File: src/hdl/mcrc_pkg.sv
package mcrc_pkg;

    // field widths fixed by the frame format
    localparam int IDENT_W    = 11;
    localparam int LENGTH_W   = 4;
    localparam int BYTE_W     = 8;
    localparam int INTERVAL_W = 16;
    localparam int LIMIT_W    = 10;
    localparam int PWM_W      = 10;
    localparam int REQ_W      = 2 * BYTE_W;

    // stream data widths
    localparam int S_TDATA_W = 40;
    localparam int M_TDATA_W = 24;

    // configuration port
    localparam int CFG_INDEX_W = 2;
    localparam int CFG_DATA_W  = 16;

    // default widths of internal state
    localparam int DEF_SPEED_BITS = 10;
    localparam int DEF_TICK_BITS  = 16;

    // configuration register indexes
    localparam logic [CFG_INDEX_W-1:0] REG_STEP_INTERVAL = 2'd0;
    localparam logic [CFG_INDEX_W-1:0] REG_SPEED_LIMIT   = 2'd1;
    localparam logic [CFG_INDEX_W-1:0] REG_COMMAND_ID    = 2'd2;
    localparam logic [CFG_INDEX_W-1:0] REG_SAFETY_ID     = 2'd3;

    // configuration reset values
    localparam logic [INTERVAL_W-1:0] RST_STEP_INTERVAL = 16'd10;
    localparam logic [LIMIT_W-1:0]    RST_SPEED_LIMIT   = 10'd999;
    localparam logic [IDENT_W-1:0]    RST_COMMAND_ID    = 11'h080;
    localparam logic [IDENT_W-1:0]    RST_SAFETY_ID     = 11'h010;

    // command codes on the drive identifier
    localparam logic [BYTE_W-1:0] DRV_START     = 8'h01;
    localparam logic [BYTE_W-1:0] DRV_STOP      = 8'h02;
    localparam logic [BYTE_W-1:0] DRV_FORWARD   = 8'h03;
    localparam logic [BYTE_W-1:0] DRV_REVERSE   = 8'h04;
    localparam logic [BYTE_W-1:0] DRV_SET_SPEED = 8'h05;

    // codes on the safety identifier
    localparam logic [BYTE_W-1:0] SAFE_ESTOP = 8'h01;
    localparam logic [BYTE_W-1:0] SAFE_CLEAR = 8'h03;

    // minimum length of a set speed frame
    localparam logic [LENGTH_W-1:0] SET_SPEED_MIN_LEN = 4'd3;

    typedef enum logic [2:0] {
        ST_NONE        = 3'd0,
        ST_OK          = 3'd1,
        ST_LATCHED     = 3'd2,
        ST_MALFORMED   = 3'd3,
        ST_UNKNOWN     = 3'd4,
        ST_UNADDRESSED = 3'd5
    } status_t;

    typedef struct packed {
        logic [INTERVAL_W-1:0] step_interval;
        logic [LIMIT_W-1:0]    speed_limit;
        logic [IDENT_W-1:0]    command_id;
        logic [IDENT_W-1:0]    safety_id;
    } cfg_t;

    typedef struct packed {
        logic                  op;
        logic [IDENT_W-1:0]    frame_ident;
        logic [LENGTH_W-1:0]   frame_length;
        logic [BYTE_W-1:0]     command_byte;
        logic [BYTE_W-1:0]     speed_high;
        logic [BYTE_W-1:0]     speed_low;
    } item_t;

    typedef struct packed {
        logic [PWM_W-1:0] pwm_compare;
        logic             drive_enable;
        logic             reverse_dir;
        logic             estop_latched;
        logic             dir_change_waiting;
        status_t          status;
    } result_t;

endpackage

File: src/hdl/mcrc_cfg_regs.sv
module mcrc_cfg_regs (
    input  logic                               aclk,
    input  logic                               aresetn,
    input  logic                               cfg_we,
    input  logic [mcrc_pkg::CFG_INDEX_W-1:0]   cfg_index,
    input  logic [mcrc_pkg::CFG_DATA_W-1:0]    cfg_wdata,
    output mcrc_pkg::cfg_t                     cfg
);

    mcrc_pkg::cfg_t cfg_reg;

    // register file, written one register at a time
    always_ff @(posedge aclk) begin
        if (!aresetn) begin
            cfg_reg.step_interval <= mcrc_pkg::RST_STEP_INTERVAL;
            cfg_reg.speed_limit   <= mcrc_pkg::RST_SPEED_LIMIT;
            cfg_reg.command_id    <= mcrc_pkg::RST_COMMAND_ID;
            cfg_reg.safety_id     <= mcrc_pkg::RST_SAFETY_ID;
        end else if (cfg_we) begin
            unique case (cfg_index)
                mcrc_pkg::REG_STEP_INTERVAL: begin
                    cfg_reg.step_interval <= cfg_wdata[mcrc_pkg::INTERVAL_W-1:0];
                end
                mcrc_pkg::REG_SPEED_LIMIT: begin
                    cfg_reg.speed_limit <= cfg_wdata[mcrc_pkg::LIMIT_W-1:0];
                end
                mcrc_pkg::REG_COMMAND_ID: begin
                    cfg_reg.command_id <= cfg_wdata[mcrc_pkg::IDENT_W-1:0];
                end
                mcrc_pkg::REG_SAFETY_ID: begin
                    cfg_reg.safety_id <= cfg_wdata[mcrc_pkg::IDENT_W-1:0];
                end
                default: begin
                end
            endcase
        end
    end

    assign cfg = cfg_reg;

endmodule

File: src/hdl/mcrc_in_reg.sv
module mcrc_in_reg (
    input  logic                            aclk,
    input  logic                            aresetn,
    input  logic                            s_valid,
    output logic                            s_ready,
    input  logic [mcrc_pkg::S_TDATA_W-1:0]  s_data,
    input  logic                            s_op,
    output logic                            item_valid,
    output mcrc_pkg::item_t                 item,
    input  logic                            item_take
);

    logic            valid_reg;
    mcrc_pkg::item_t item_reg;

    // free when empty or when the held item moves on this cycle
    assign s_ready = !valid_reg || item_take;

    always_ff @(posedge aclk) begin
        if (!aresetn) begin
            valid_reg <= 1'b0;
        end else if (s_ready) begin
            valid_reg <= s_valid;
        end
    end

    // unpack the item, first field in the lowest bits
    always_ff @(posedge aclk) begin
        if (s_ready && s_valid) begin
            item_reg.op           <= s_op;
            item_reg.frame_ident  <= s_data[10:0];
            item_reg.frame_length <= s_data[14:11];
            item_reg.command_byte <= s_data[22:15];
            item_reg.speed_high   <= s_data[30:23];
            item_reg.speed_low    <= s_data[38:31];
        end
    end

    assign item_valid = valid_reg;
    assign item       = item_reg;

endmodule

File: src/hdl/mcrc_ctrl.sv
module mcrc_ctrl #(
    parameter int SPEED_BITS = mcrc_pkg::DEF_SPEED_BITS,
    parameter int TICK_BITS  = mcrc_pkg::DEF_TICK_BITS
) (
    input  logic               aclk,
    input  logic               aresetn,
    input  mcrc_pkg::cfg_t     cfg,
    input  mcrc_pkg::item_t    item,
    input  logic               update,
    output mcrc_pkg::result_t  result
);

    localparam int CMP_W = (TICK_BITS + 1 > mcrc_pkg::INTERVAL_W) ?
                           TICK_BITS + 1 : mcrc_pkg::INTERVAL_W;
    localparam logic [mcrc_pkg::REQ_W-1:0] SPEED_MAX =
        mcrc_pkg::REQ_W'((33'd1 << SPEED_BITS) - 33'd1);

    logic [SPEED_BITS-1:0] cur_speed_reg, cur_speed_next;
    logic [SPEED_BITS-1:0] tgt_speed_reg, tgt_speed_next;
    logic                  enabled_reg, enabled_next;
    logic                  dir_reg, dir_next;
    logic                  pending_reg, pending_next;
    logic                  req_dir_reg, req_dir_next;
    logic                  estop_reg, estop_next;
    logic [TICK_BITS-1:0]  ticks_reg, ticks_next;

    logic [TICK_BITS:0]          tick_sum;
    logic                        step_due;
    logic [mcrc_pkg::REQ_W-1:0]  req_speed;
    logic [mcrc_pkg::REQ_W-1:0]  limit_ext;
    logic [mcrc_pkg::REQ_W-1:0]  capped_limit;
    logic [mcrc_pkg::REQ_W-1:0]  capped_speed;
    logic [15:0]                 cur_wide;
    mcrc_pkg::status_t           status;

    // tick counter and step decision
    assign tick_sum = {1'b0, ticks_reg} + {{TICK_BITS{1'b0}}, 1'b1};
    assign step_due = CMP_W'(tick_sum) >= CMP_W'(cfg.step_interval);

    // requested speed, capped at the limit and at the speed width
    assign req_speed    = {item.speed_high, item.speed_low};
    assign limit_ext    = mcrc_pkg::REQ_W'(cfg.speed_limit);
    assign capped_limit = (req_speed > limit_ext) ? limit_ext : req_speed;
    assign capped_speed = (capped_limit > SPEED_MAX) ? SPEED_MAX : capped_limit;

    // next state for the item held in the input register
    always_comb begin
        cur_speed_next = cur_speed_reg;
        tgt_speed_next = tgt_speed_reg;
        enabled_next   = enabled_reg;
        dir_next       = dir_reg;
        pending_next   = pending_reg;
        req_dir_next   = req_dir_reg;
        estop_next     = estop_reg;
        ticks_next     = ticks_reg;
        status         = mcrc_pkg::ST_NONE;

        if (!item.op) begin
            // millisecond tick
            if (step_due) begin
                ticks_next = '0;
                if (cur_speed_reg == tgt_speed_reg) begin
                    if (pending_reg && (cur_speed_reg == '0)) begin
                        dir_next     = req_dir_reg;
                        pending_next = 1'b0;
                    end
                end else if (cur_speed_reg < tgt_speed_reg) begin
                    cur_speed_next = cur_speed_reg + 1'b1;
                end else begin
                    cur_speed_next = cur_speed_reg - 1'b1;
                end
            end else if (tick_sum[TICK_BITS]) begin
                ticks_next = '1;
            end else begin
                ticks_next = tick_sum[TICK_BITS-1:0];
            end
        end else if (item.frame_ident == cfg.safety_id) begin
            // safety frame
            if (item.frame_length == '0) begin
                status = mcrc_pkg::ST_UNADDRESSED;
            end else begin
                unique case (item.command_byte)
                    mcrc_pkg::SAFE_ESTOP: begin
                        estop_next     = 1'b1;
                        enabled_next   = 1'b0;
                        cur_speed_next = '0;
                        tgt_speed_next = '0;
                        pending_next   = 1'b0;
                        status         = mcrc_pkg::ST_OK;
                    end
                    mcrc_pkg::SAFE_CLEAR: begin
                        estop_next = 1'b0;
                        status     = mcrc_pkg::ST_OK;
                    end
                    default: begin
                        status = mcrc_pkg::ST_UNKNOWN;
                    end
                endcase
            end
        end else if (item.frame_ident == cfg.command_id) begin
            // drive command frame
            if (item.frame_length == '0) begin
                status = mcrc_pkg::ST_UNADDRESSED;
            end else if (estop_reg) begin
                status = mcrc_pkg::ST_LATCHED;
            end else begin
                unique case (item.command_byte)
                    mcrc_pkg::DRV_START: begin
                        enabled_next = 1'b1;
                        status       = mcrc_pkg::ST_OK;
                    end
                    mcrc_pkg::DRV_STOP: begin
                        enabled_next   = 1'b0;
                        cur_speed_next = '0;
                        tgt_speed_next = '0;
                        pending_next   = 1'b0;
                        status         = mcrc_pkg::ST_OK;
                    end
                    mcrc_pkg::DRV_FORWARD, mcrc_pkg::DRV_REVERSE: begin
                        // wanted direction is reverse only for the reverse code
                        if (cur_speed_reg == '0) begin
                            dir_next     = (item.command_byte == mcrc_pkg::DRV_REVERSE);
                            pending_next = 1'b0;
                        end else begin
                            req_dir_next   = (item.command_byte == mcrc_pkg::DRV_REVERSE);
                            pending_next   = 1'b1;
                            tgt_speed_next = '0;
                        end
                        status = mcrc_pkg::ST_OK;
                    end
                    mcrc_pkg::DRV_SET_SPEED: begin
                        if (item.frame_length < mcrc_pkg::SET_SPEED_MIN_LEN) begin
                            status = mcrc_pkg::ST_MALFORMED;
                        end else begin
                            tgt_speed_next = capped_speed[SPEED_BITS-1:0];
                            status         = mcrc_pkg::ST_OK;
                        end
                    end
                    default: begin
                        status = mcrc_pkg::ST_UNKNOWN;
                    end
                endcase
            end
        end else begin
            status = mcrc_pkg::ST_UNADDRESSED;
        end
    end

    // drive state, updated once per item
    always_ff @(posedge aclk) begin
        if (!aresetn) begin
            cur_speed_reg <= '0;
            tgt_speed_reg <= '0;
            enabled_reg   <= 1'b0;
            dir_reg       <= 1'b0;
            pending_reg   <= 1'b0;
            req_dir_reg   <= 1'b0;
            estop_reg     <= 1'b0;
            ticks_reg     <= '0;
        end else if (update) begin
            cur_speed_reg <= cur_speed_next;
            tgt_speed_reg <= tgt_speed_next;
            enabled_reg   <= enabled_next;
            dir_reg       <= dir_next;
            pending_reg   <= pending_next;
            req_dir_reg   <= req_dir_next;
            estop_reg     <= estop_next;
            ticks_reg     <= ticks_next;
        end
    end

    // result reflects the state after the item
    assign cur_wide = 16'(cur_speed_next);

    always_comb begin
        result.pwm_compare        = cur_wide[mcrc_pkg::PWM_W-1:0];
        result.drive_enable       = enabled_next;
        result.reverse_dir        = dir_next;
        result.estop_latched      = estop_next;
        result.dir_change_waiting = pending_next;
        result.status             = status;
    end

endmodule

File: src/hdl/mcrc_out_reg.sv
module mcrc_out_reg (
    input  logic                            aclk,
    input  logic                            aresetn,
    input  logic                            load,
    input  mcrc_pkg::result_t               result,
    output logic                            free,
    output logic                            m_valid,
    input  logic                            m_ready,
    output logic [mcrc_pkg::M_TDATA_W-1:0]  m_data
);

    logic              valid_reg;
    mcrc_pkg::result_t result_reg;

    // can take a new result when empty or when the held one leaves now
    assign free = !valid_reg || m_ready;

    always_ff @(posedge aclk) begin
        if (!aresetn) begin
            valid_reg <= 1'b0;
        end else if (free) begin
            valid_reg <= load;
        end
    end

    always_ff @(posedge aclk) begin
        if (load) begin
            result_reg <= result;
        end
    end

    // pack the result, first field in the lowest bits
    assign m_valid = valid_reg;
    assign m_data  = {7'd0,
                      result_reg.status,
                      result_reg.dir_change_waiting,
                      result_reg.estop_latched,
                      result_reg.reverse_dir,
                      result_reg.drive_enable,
                      result_reg.pwm_compare};

endmodule

File: src/hdl/motor_command_ramp_controller.sv
// Motor command ramp controller.
// The slave stream carries one item per tick or received frame: tuser = 0
// for a one millisecond tick, 1 for a frame whose identifier, length and
// first three data bytes travel in tdata. Every item yields exactly one
// result item on the master stream with the drive state after the item
// (PWM compare, enable, direction, stop latch, pending direction change)
// and a status code.
// Registers are written through cfg_we / cfg_index / cfg_wdata: 0 step
// interval, 1 speed limit, 2 drive identifier, 3 safety identifier.
// An accepted item is loaded into the input register; the state update
// then runs it into the result register once that register has room.
// Throughput is one item per cycle while the receiver does not stall.
// Reset (aresetn low, synchronous) empties both registers, restores the
// register defaults and clears speed, target, enable, direction, stop latch
// and tick count.
// When the receiver stalls the result is held; one more item is taken into
// the input register and then s_axis_tready drops until the result leaves.
module motor_command_ramp_controller #(
    parameter int SPEED_BITS = mcrc_pkg::DEF_SPEED_BITS,
    parameter int TICK_BITS  = mcrc_pkg::DEF_TICK_BITS
) (
    input  logic                               aclk,
    input  logic                               aresetn,
    input  logic                               s_axis_tvalid,
    output logic                               s_axis_tready,
    // frame_ident, frame_length, command_byte, speed_high, speed_low, zero fill
    input  logic [mcrc_pkg::S_TDATA_W-1:0]     s_axis_tdata,
    // op
    input  logic                               s_axis_tuser,
    output logic                               m_axis_tvalid,
    input  logic                               m_axis_tready,
    // pwm_compare, drive_enable, reverse_dir, estop_latched,
    // dir_change_waiting, status, zero fill
    output logic [mcrc_pkg::M_TDATA_W-1:0]     m_axis_tdata,
    input  logic                               cfg_we,
    input  logic [mcrc_pkg::CFG_INDEX_W-1:0]   cfg_index,
    input  logic [mcrc_pkg::CFG_DATA_W-1:0]    cfg_wdata
);

    mcrc_pkg::cfg_t    cfg;
    mcrc_pkg::item_t   item;
    mcrc_pkg::result_t result;
    logic              item_valid;
    logic              out_free;
    logic              advance;

    // an item moves when the result register has room
    assign advance = item_valid && out_free;

    mcrc_cfg_regs u_cfg (
        .aclk      (aclk),
        .aresetn   (aresetn),
        .cfg_we    (cfg_we),
        .cfg_index (cfg_index),
        .cfg_wdata (cfg_wdata),
        .cfg       (cfg)
    );

    mcrc_in_reg u_in (
        .aclk       (aclk),
        .aresetn    (aresetn),
        .s_valid    (s_axis_tvalid),
        .s_ready    (s_axis_tready),
        .s_data     (s_axis_tdata),
        .s_op       (s_axis_tuser),
        .item_valid (item_valid),
        .item       (item),
        .item_take  (advance)
    );

    mcrc_ctrl #(
        .SPEED_BITS (SPEED_BITS),
        .TICK_BITS  (TICK_BITS)
    ) u_ctrl (
        .aclk    (aclk),
        .aresetn (aresetn),
        .cfg     (cfg),
        .item    (item),
        .update  (advance),
        .result  (result)
    );

    mcrc_out_reg u_out (
        .aclk    (aclk),
        .aresetn (aresetn),
        .load    (advance),
        .result  (result),
        .free    (out_free),
        .m_valid (m_axis_tvalid),
        .m_ready (m_axis_tready),
        .m_data  (m_axis_tdata)
    );

endmodule
File: config.mk
export PLATFORM = sky130hd
export DESIGN_NAME = motor_command_ramp_controller
export DESIGN_NICKNAME = d
export VERILOG_FILES = /design/src/hdl/mcrc_pkg.sv /design/src/hdl/mcrc_cfg_regs.sv /design/src/hdl/mcrc_in_reg.sv /design/src/hdl/mcrc_ctrl.sv /design/src/hdl/mcrc_out_reg.sv /design/src/hdl/motor_command_ramp_controller.sv
export SDC_FILE = /design/constraint.sdc
export NUM_CORES = 1
export LEC_CHECK = 0
export ABC_AREA = 1
export BUFFER_PORTS_ARGS = -buffer_cell sky130_fd_sc_hd__buf_2
export CELL_PAD_IN_SITES_DETAIL_PLACEMENT = 1
export CELL_PAD_IN_SITES_GLOBAL_PLACEMENT = 2
export CORE_UTILIZATION = 30
export DETAILED_ROUTE_END_ITERATION = 12
export PLACE_DENSITY = 0.84
export SETUP_SLACK_MARGIN = 0.4
export SYNTH_ARGS = -nofsm -noshare
export SYNTH_HDL_FRONTEND = slang
export SYNTH_HIERARCHICAL = 1
export SYNTH_SLANG_ARGS = --single-unit
File: constraint.sdc
create_clock -name aclk -period 3.7 [get_ports aclk]
set_input_delay 0.185 -clock aclk [delete_from_list [all_inputs] [get_ports aclk]]
set_output_delay 0.185 -clock aclk [all_outputs]
set_load 0.01 [all_outputs]
==> reports/metrics.cfg, run 1 <==
[route]
drtPass1Iterations=4
drc=0
post_drt_wl_per_cell_um=14.4
vias=7762
routed_via_density=4.60
drt_iter0_markers=298
routed_wl_mm=24.4
ant_nets=0

[power]
power_density_nw_per_um2=424
power.leakage_nw=5.16
peakVddDrop_mv=0.380

[place]
dp.final_hpwl_mm=16.8
place_congestion=0.832
place_area_sq_um=9440
port_buffers=81

[critical_path]
slowest_delay_ns=0.37
required_ns=3.89
worst-path-buf-inv=3
arrival_ns=3.35
start_kind=register
cp_max_fo=8
slowest_stage=dfxtp_4
path_common_cell=nand2_1
crit_chain=ha_4 > nand2_2 > inv_2 > nand4_1 > nor2_2 > nand2_2 > nor2_4 > nand2_2 > nor2_2 > xor2_1 > ha_1 > nand2_1 > inv_2 > nand4_1 > nand3b_1 > nand3_4 > buf_12 > nand2_1 > nand2_1 > nand2_1 > nand2_1
worst-setup-path-type=reg -> reg
end_kind=register
cp_top_family=simple AND/OR/NAND/NOR gates

[die]
ioPinCount=90
initial_core_util=0.309
core_sq_um=28100
die_w_um=172
rows=61
dieArea_sq_um=29600
die-height_um=172

[grt]
grt_pass1_vias=8074
antenna_found_initial=1
grt_usage=0.173
grt_max_degree=51
overflow=0
grt_first_pass_wirelength_mm=39.4

[synth]
yosys_warnings=6
avgSynthCellArea_sq_um=7.40
synth_top_cell_area_share=0.210
synth_seq_cells=148
synth_async_sr_flop_share=0
synth_edf_count=57
netlist_area_sq_um=8680
synth_area_leaders=dfxtp_1 21%, edfxtp_1 20%, nand2_1 12%
synthFlopType=dfxtp_1
yosysUniqueCellTypes=48
synth_cells=1173
ys_seq_area_frac=0.407
yosysTopAreaCell=dfxtp_1

[hold_path]
hold_path_class=in -> reg

[timing]
finalCriticalPeriod_ns=3.16
tightest_slew_ns=1.17
drv_slew=0
finClkSkew_ns=0.0119
slew_headroom=0.220
rsz0062_at_grt=true
tns_ns=0
period_share=0.853
final-hold-violation-count=0
setup_viol=0
fmax_ghz=0.317

[finish]
area_delta_synth_final_pct=24.7
diodes=0
final_area_sq_um=10800
largest_reg_flops=48
drive_gt1_frac=0.178
fin_nets=1408

[clock_network]
path_clk_slew_ns=0.07
cts-root-buf=clkbuf_16
cts_buffer_depth=2
htreeDepth=4
numCtsBuffers=17
clock-sinks=148
clk_latency_ns=0.44
cts_tree=built

[status]
status=complete, no violations

[run]
cap_violations=0

area by class of cell:
cell class	count	area [sq um]
Tap cell	378	473
Fill cell	3524	17300
Timing Repair Buffer	150	1090
Inverter	186	698
Clock buffer	17	425
Clock inverter	15	213
Multi-Input combinational cell	795	4380
Sequential cell	148	3540
what timing repair did:
action | CTS | global route
buffers inserted | 6 | 6
hold endpoints to repair | 40 | 0
hold buffers | 40 | 0
pin swaps | 6 | 29
resized for setup | 7 | 55
endpoints found under the setup margin | 40 | 40
gates cloned | 0 | 2
worst reg2reg max path, delay by kind of cell (launching register included):
family	cells	cell delay (ns)
xor gates and xnor gates	1	0.20
DFF	1	0.37
and+or+nand+nor	15	1.59
adders and majority gates	2	0.44
buffers and inverters	3	0.31
path summary, 6_finish.rpt:
check	end	start	depth (start not counted)	slack, ns
worst min-delay path	u_cfg/cfg[10]	cfg_wdata[10]	3	0.03
worst max register to register	u_out/m_data[9]	u_ctrl/ticks_reg[1]	21	0.54
worst min register to register	u_cfg/cfg[33]	u_cfg/cfg[33]	2	0.47
worst max-delay path	u_out/m_data[9]	u_ctrl/ticks_reg[1]	21	0.54
cell usage in the layout, fill, tap and decap left out, types with 4 or more instances in the layout:
| cell type | instances |
|---|---|
| nor2_4 | 4 |
| edfxtp_1 | 57 |
| nand3_1 | 82 |
| o21ai_0 | 31 |
| clkbuf_16 | 18 |
| ha_1 | 42 |
| a21oi_2 | 13 |
| dlygate4sd3_1 | 40 |
| inv_1 | 177 |
| nor2_1 | 139 |
| inv_6 | 5 |
| buf_2 | 81 |
| nand4_1 | 39 |
| buf_6 | 4 |
| o21ai_2 | 15 |
| nand2_2 | 23 |
| xnor2_1 | 22 |
| dfxtp_1 | 88 |
| xor2_1 | 12 |
| inv_8 | 4 |
| a21oi_1 | 50 |
| conb_1 | 7 |
| nor3_1 | 6 |
| buf_4 | 21 |
| inv_2 | 8 |
| nand2_1 | 264 |
routing by layer:
layer,vias up,GRT usage,part of all wire
met3,14,0.0309,0.028
li1,3986,-,-
met2,86,0.319,0.51
met4,0,0.0500,0.011
met5,-,0,0
met1,3676,0.202,0.45
cells in the mapped netlist, types with 3 or more instances:
| cell | number |
|---|---|
| dfxtp_1 | 91 |
| buf_2 | 16 |
| nor2_1 | 142 |
| clkbuf_1 | 16 |
| nand3_1 | 86 |
| inv_1 | 180 |
| or2_2 | 3 |
| a211oi_1 | 3 |
| inv_2 | 5 |
| nand4_1 | 39 |
| o21ai_0 | 36 |
| xnor2_1 | 23 |
| nand2_1 | 281 |
| nor3_1 | 8 |
| a21oi_1 | 53 |
| buf_4 | 14 |
| edfxtp_1 | 57 |
| ha_1 | 45 |
| nand2_2 | 6 |
| xor2_1 | 13 |
| a21o_1 | 3 |
| a21oi_2 | 11 |
| o21ai_2 | 10 |
stage by stage:
stage,power [mW],utilization,hold slack [ns],setup WS [ns],cells
CTS,4.62,0.376,0.00733,0.402,1681
floorplan,2.42,-,0.284,0.647,1179
finish,4.59,0.385,0.0256,0.543,1689
global placement,2.63,0.336,0.362,0.300,1603
detailed placement,2.65,0.336,0.363,0.203,1603
global route,4.83,0.385,0.0171,0.318,1689
where the power goes:
group | switching [mW] | total [mW] | internal, mW
clock | 0.811 | 1.91 | 1.10
combinational | 0.508 | 0.833 | 0.325
sequential | 0.0609 | 1.85 | 1.78
logic make-up (layout without fill, tap and decap cells):
logic type / Yosys count / after routing / share of synthesized area
xor gates and xnor gates: 36 / 36 / 0.0363
buffers and inverters: 236 / 368 / 0.113
and+or+nand+nor: 581 / 581 / 0.290
DFF: 148 / 148 / 0.407
adders and majority gates: 46 / 46 / 0.0672
other: 1 / 7 / 0.000432
AOI/OAI and AO/OA: 125 / 125 / 0.0849
Power figures use the tool's default switching activity.
==> run 2: changes to the inputs <==
--- a/config.mk
+++ b/config.mk
@@ -5,13 +5,12 @@
 export SDC_FILE = /design/constraint.sdc
 export NUM_CORES = 1
 export LEC_CHECK = 0
-export ABC_AREA = 1
 export BUFFER_PORTS_ARGS = -buffer_cell sky130_fd_sc_hd__buf_2
 export CELL_PAD_IN_SITES_DETAIL_PLACEMENT = 1
 export CELL_PAD_IN_SITES_GLOBAL_PLACEMENT = 2
 export CORE_UTILIZATION = 30
 export DETAILED_ROUTE_END_ITERATION = 12
-export PLACE_DENSITY = 0.84
+export PLACE_DENSITY = 0.78
 export SETUP_SLACK_MARGIN = 0.4
 export SYNTH_ARGS = -nofsm -noshare
 export SYNTH_HDL_FRONTEND = slang
==> run 2 against run 1 <==
Against the previous run: the flow now finishes with violations (design-rule violations); sequential share of layout area up 1.8 points; critical endpoint is now u_out/m_data[0]; flip-flop and latch count unchanged; sequential power fell by 3%; register-to-register slack got worse by 0.39 ns; combinational power is 60% lower; global-route usage down 0.41 points.
==> reports/metrics.cfg, run 2 <==
[power]
power_frac_seq=0.462
p_clk_frac=0.452
power.leakage_nw=4.39
power.switching_mw=0.949
total_power_mw=3.90
peakVddDrop_mv=0.212
internal_power_mw=2.95
comb_power_share=0.086
power_density_nw_per_um2=381
switching_share=0.243

[place]
dp.final_hpwl_mm=15.5
dp_cells=1225
port_buffers=81
place_area_sq_um=8950
place_congestion=0.797
pre_cts_slack_ns=0.0416

[synth]
synthFlopType=dfxtp_1
avgSynthCellArea_sq_um=9.90
synth_top_cell_area_share=0.227
synth_async_sr_flop_share=0
yosysTopAreaCell=dfxtp_1
netlist_area_sq_um=8020
synth_most_common_cell=nand2_1
synth_cells=810
synth_seq_cells=148
synth_common_cells=106 x nand2_1, 91 x dfxtp_1, 67 x inv_1
synth_edf_count=57
synth_area_leaders=dfxtp_1 23%, edfxtp_1 21%, ha_1 7.0%
yosysUniqueCellTypes=79
yosys_warnings=6
ys_seq_area_frac=0.440

[critical_path]
reg2reg_depth=16
crit_chain=and3_4 > nand3_4 > nor3_4 > nand3_2 > o21a_1 > or2_4 > ha_4 > nand4_1 > nor2_2 > a21oi_2 > nor3b_4 > o31ai_4 > nor2_4 > buf_6 > nor2_4 > mux2_2
arrival_ns=3.72
cp_top_family=simple AND/OR/NAND/NOR gates
worst-setup-path-type=reg -> reg
slowest_delay_ns=0.37
end_kind=register
start_kind=register
slowest_stage=dfxtp_4
startpoint=u_ctrl/ticks_reg[0]
regToRegSetupSlack_ns=0.16
path_common_cell=nor2_4
worst-path-buf-inv=1
rr_startpoint=u_ctrl/ticks_reg[0]
r2r-end=u_out/m_data[0]
required_ns=3.88
cp_max_fo=6

[timing]
period_share=0.958
setup_viol=0
finClkSkew_ns=0.00969
holdWs_ns=0.0229
rsz0062_at_grt=true
finalCriticalPeriod_ns=3.54
slew_headroom=0.397
tightest_slew_ns=0.904
final-hold-violation-count=0
fmax_ghz=0.282
setup_ws_ns=0.157
drv_slew=0
tns_ns=0

[die]
ioPinCount=90
dieArea_sq_um=27400
die-height_um=166
core_sq_um=26100
rows=59
die_w_um=166
initial_core_util=0.307

[finish]
diodes=0
stdcell_count=1317
drive_gt1_frac=0.231
final_area_sq_um=10200
largest_reg_flops=48
fin_nets=1079
final_cell_mix=106 x nand2_1, 88 x dfxtp_1, 81 x buf_2
final_common_cell=nand2_1
area_delta_synth_final_pct=27.7
fin_util=0.392

[grt]
grt_use_met3=0.0302
antenna_found_initial=0
grtUsageMet2=0.278
top_usage_layer=met2
grt_max_degree=84
grt_pass1_vias=6659
grt_first_pass_wirelength_mm=35.1
overflow=0
met1_usage=0.224
grt_usage=0.169

[clock_network]
cts_buffer_depth=2
cts-root-buf=clkbuf_16
clk_latency_ns=0.43
numCtsBuffers=17
htreeDepth=4
clock-sinks=148
cts_tree=built
path_clk_slew_ns=0.06

[route]
routed_via_density=4.86
drc=14
ant_nets=0
drt_iter0_markers=317
drtPass1Iterations=8
post_drt_wl_per_cell_um=16.7
routed_wl_mm=22.0
vias=6404

[status]
violations=design-rule violations
status=finished with violations

[hold_path]
hold_path_class=in -> reg
holdPathStages=3
hold_path_end=u_in/item_valid
hp-start=s_axis_tvalid

[run]
cap_violations=0

run 2: changes by cell type in the layout (fill, tap and decap cells not counted), moves of 23 or more:
cell	previous run	this run
nor2_1	139	29
nand2_2	23	0
mux2i_1	0	55
nand4_1	39	11
nand2_1	264	106
inv_1	177	67
nand3_1	82	22
run 2: how the worst max path moves through the flow:
| stage | end | slack [ns] | cells after the start |
|---|---|---|---|
| floorplan | u_out/m_data[11] | 0.25 | 18 |
| global placement | u_out/m_data[0] | 0.06 | 16 |
| detailed placement | u_out/m_data[0] | 0.04 | 16 |
| CTS | u_out/m_data[0] | 0.11 | 17 |
| global route | u_out/m_data[0] | -0.002 | 16 |
| finish | u_out/m_data[0] | 0.16 | 16 |
run 2: layout make-up:
class                   instances  area, sq um
fillers                      2999        15900
multi-input cells             564         4230
flip-flops and latches        148         3540
repair buffers                171         1210
clock buffers                  26          522
well taps                     335          419
inverters                      67          251
clock inverters                 6         66.3
run 2: cell families after synthesis:
family                     count (synthesis)  share of synthesized area
AOI/OAI and AO/OA                        142                      0.117
xor gates and xnor gates                  42                     0.0459
adders and majority gates                 46                     0.0727
buffers and inverters                    104                     0.0644
DFF                                      148                      0.440
muxes                                     56                     0.0700
other                                      1                   0.000467
and+or+nand+nor                          271                      0.189
run 2: timing repair:
action / CTS / global route
gates resized for setup: 14 / 21
buffers inserted: 7 / 9
setup endpoints to repair: 38 / 40
hold buffers: 44 / 0
hold endpoints to repair: 44 / 0
pin swaps: 15 / 21
run 2: power groups by stage:
stage | sequential (mW) | clock [mW] | combinational, mW
2_1_floorplan | 1.83 | 0 | 0.193
3_3_place_gp | 1.84 | 0 | 0.288
3_5_place_dp | 1.84 | 0 | 0.293
4_1_cts | 1.80 | 1.81 | 0.337
5_1_grt | 1.81 | 1.88 | 0.371
6_report | 1.80 | 1.76 | 0.337
run 2: tightest hold or removal path: stages:
cell      delay [ns]
buf_2           0.11
inv_1           0.06
a21boi_2        0.04
run 2: metal layers:
metal / part of all wire / up-vias
li1: - / 3170
met4: 0.017 / 0
met2: 0.47 / 106
met3: 0.029 / 27
met1: 0.48 / 3101
met5: 0 / -
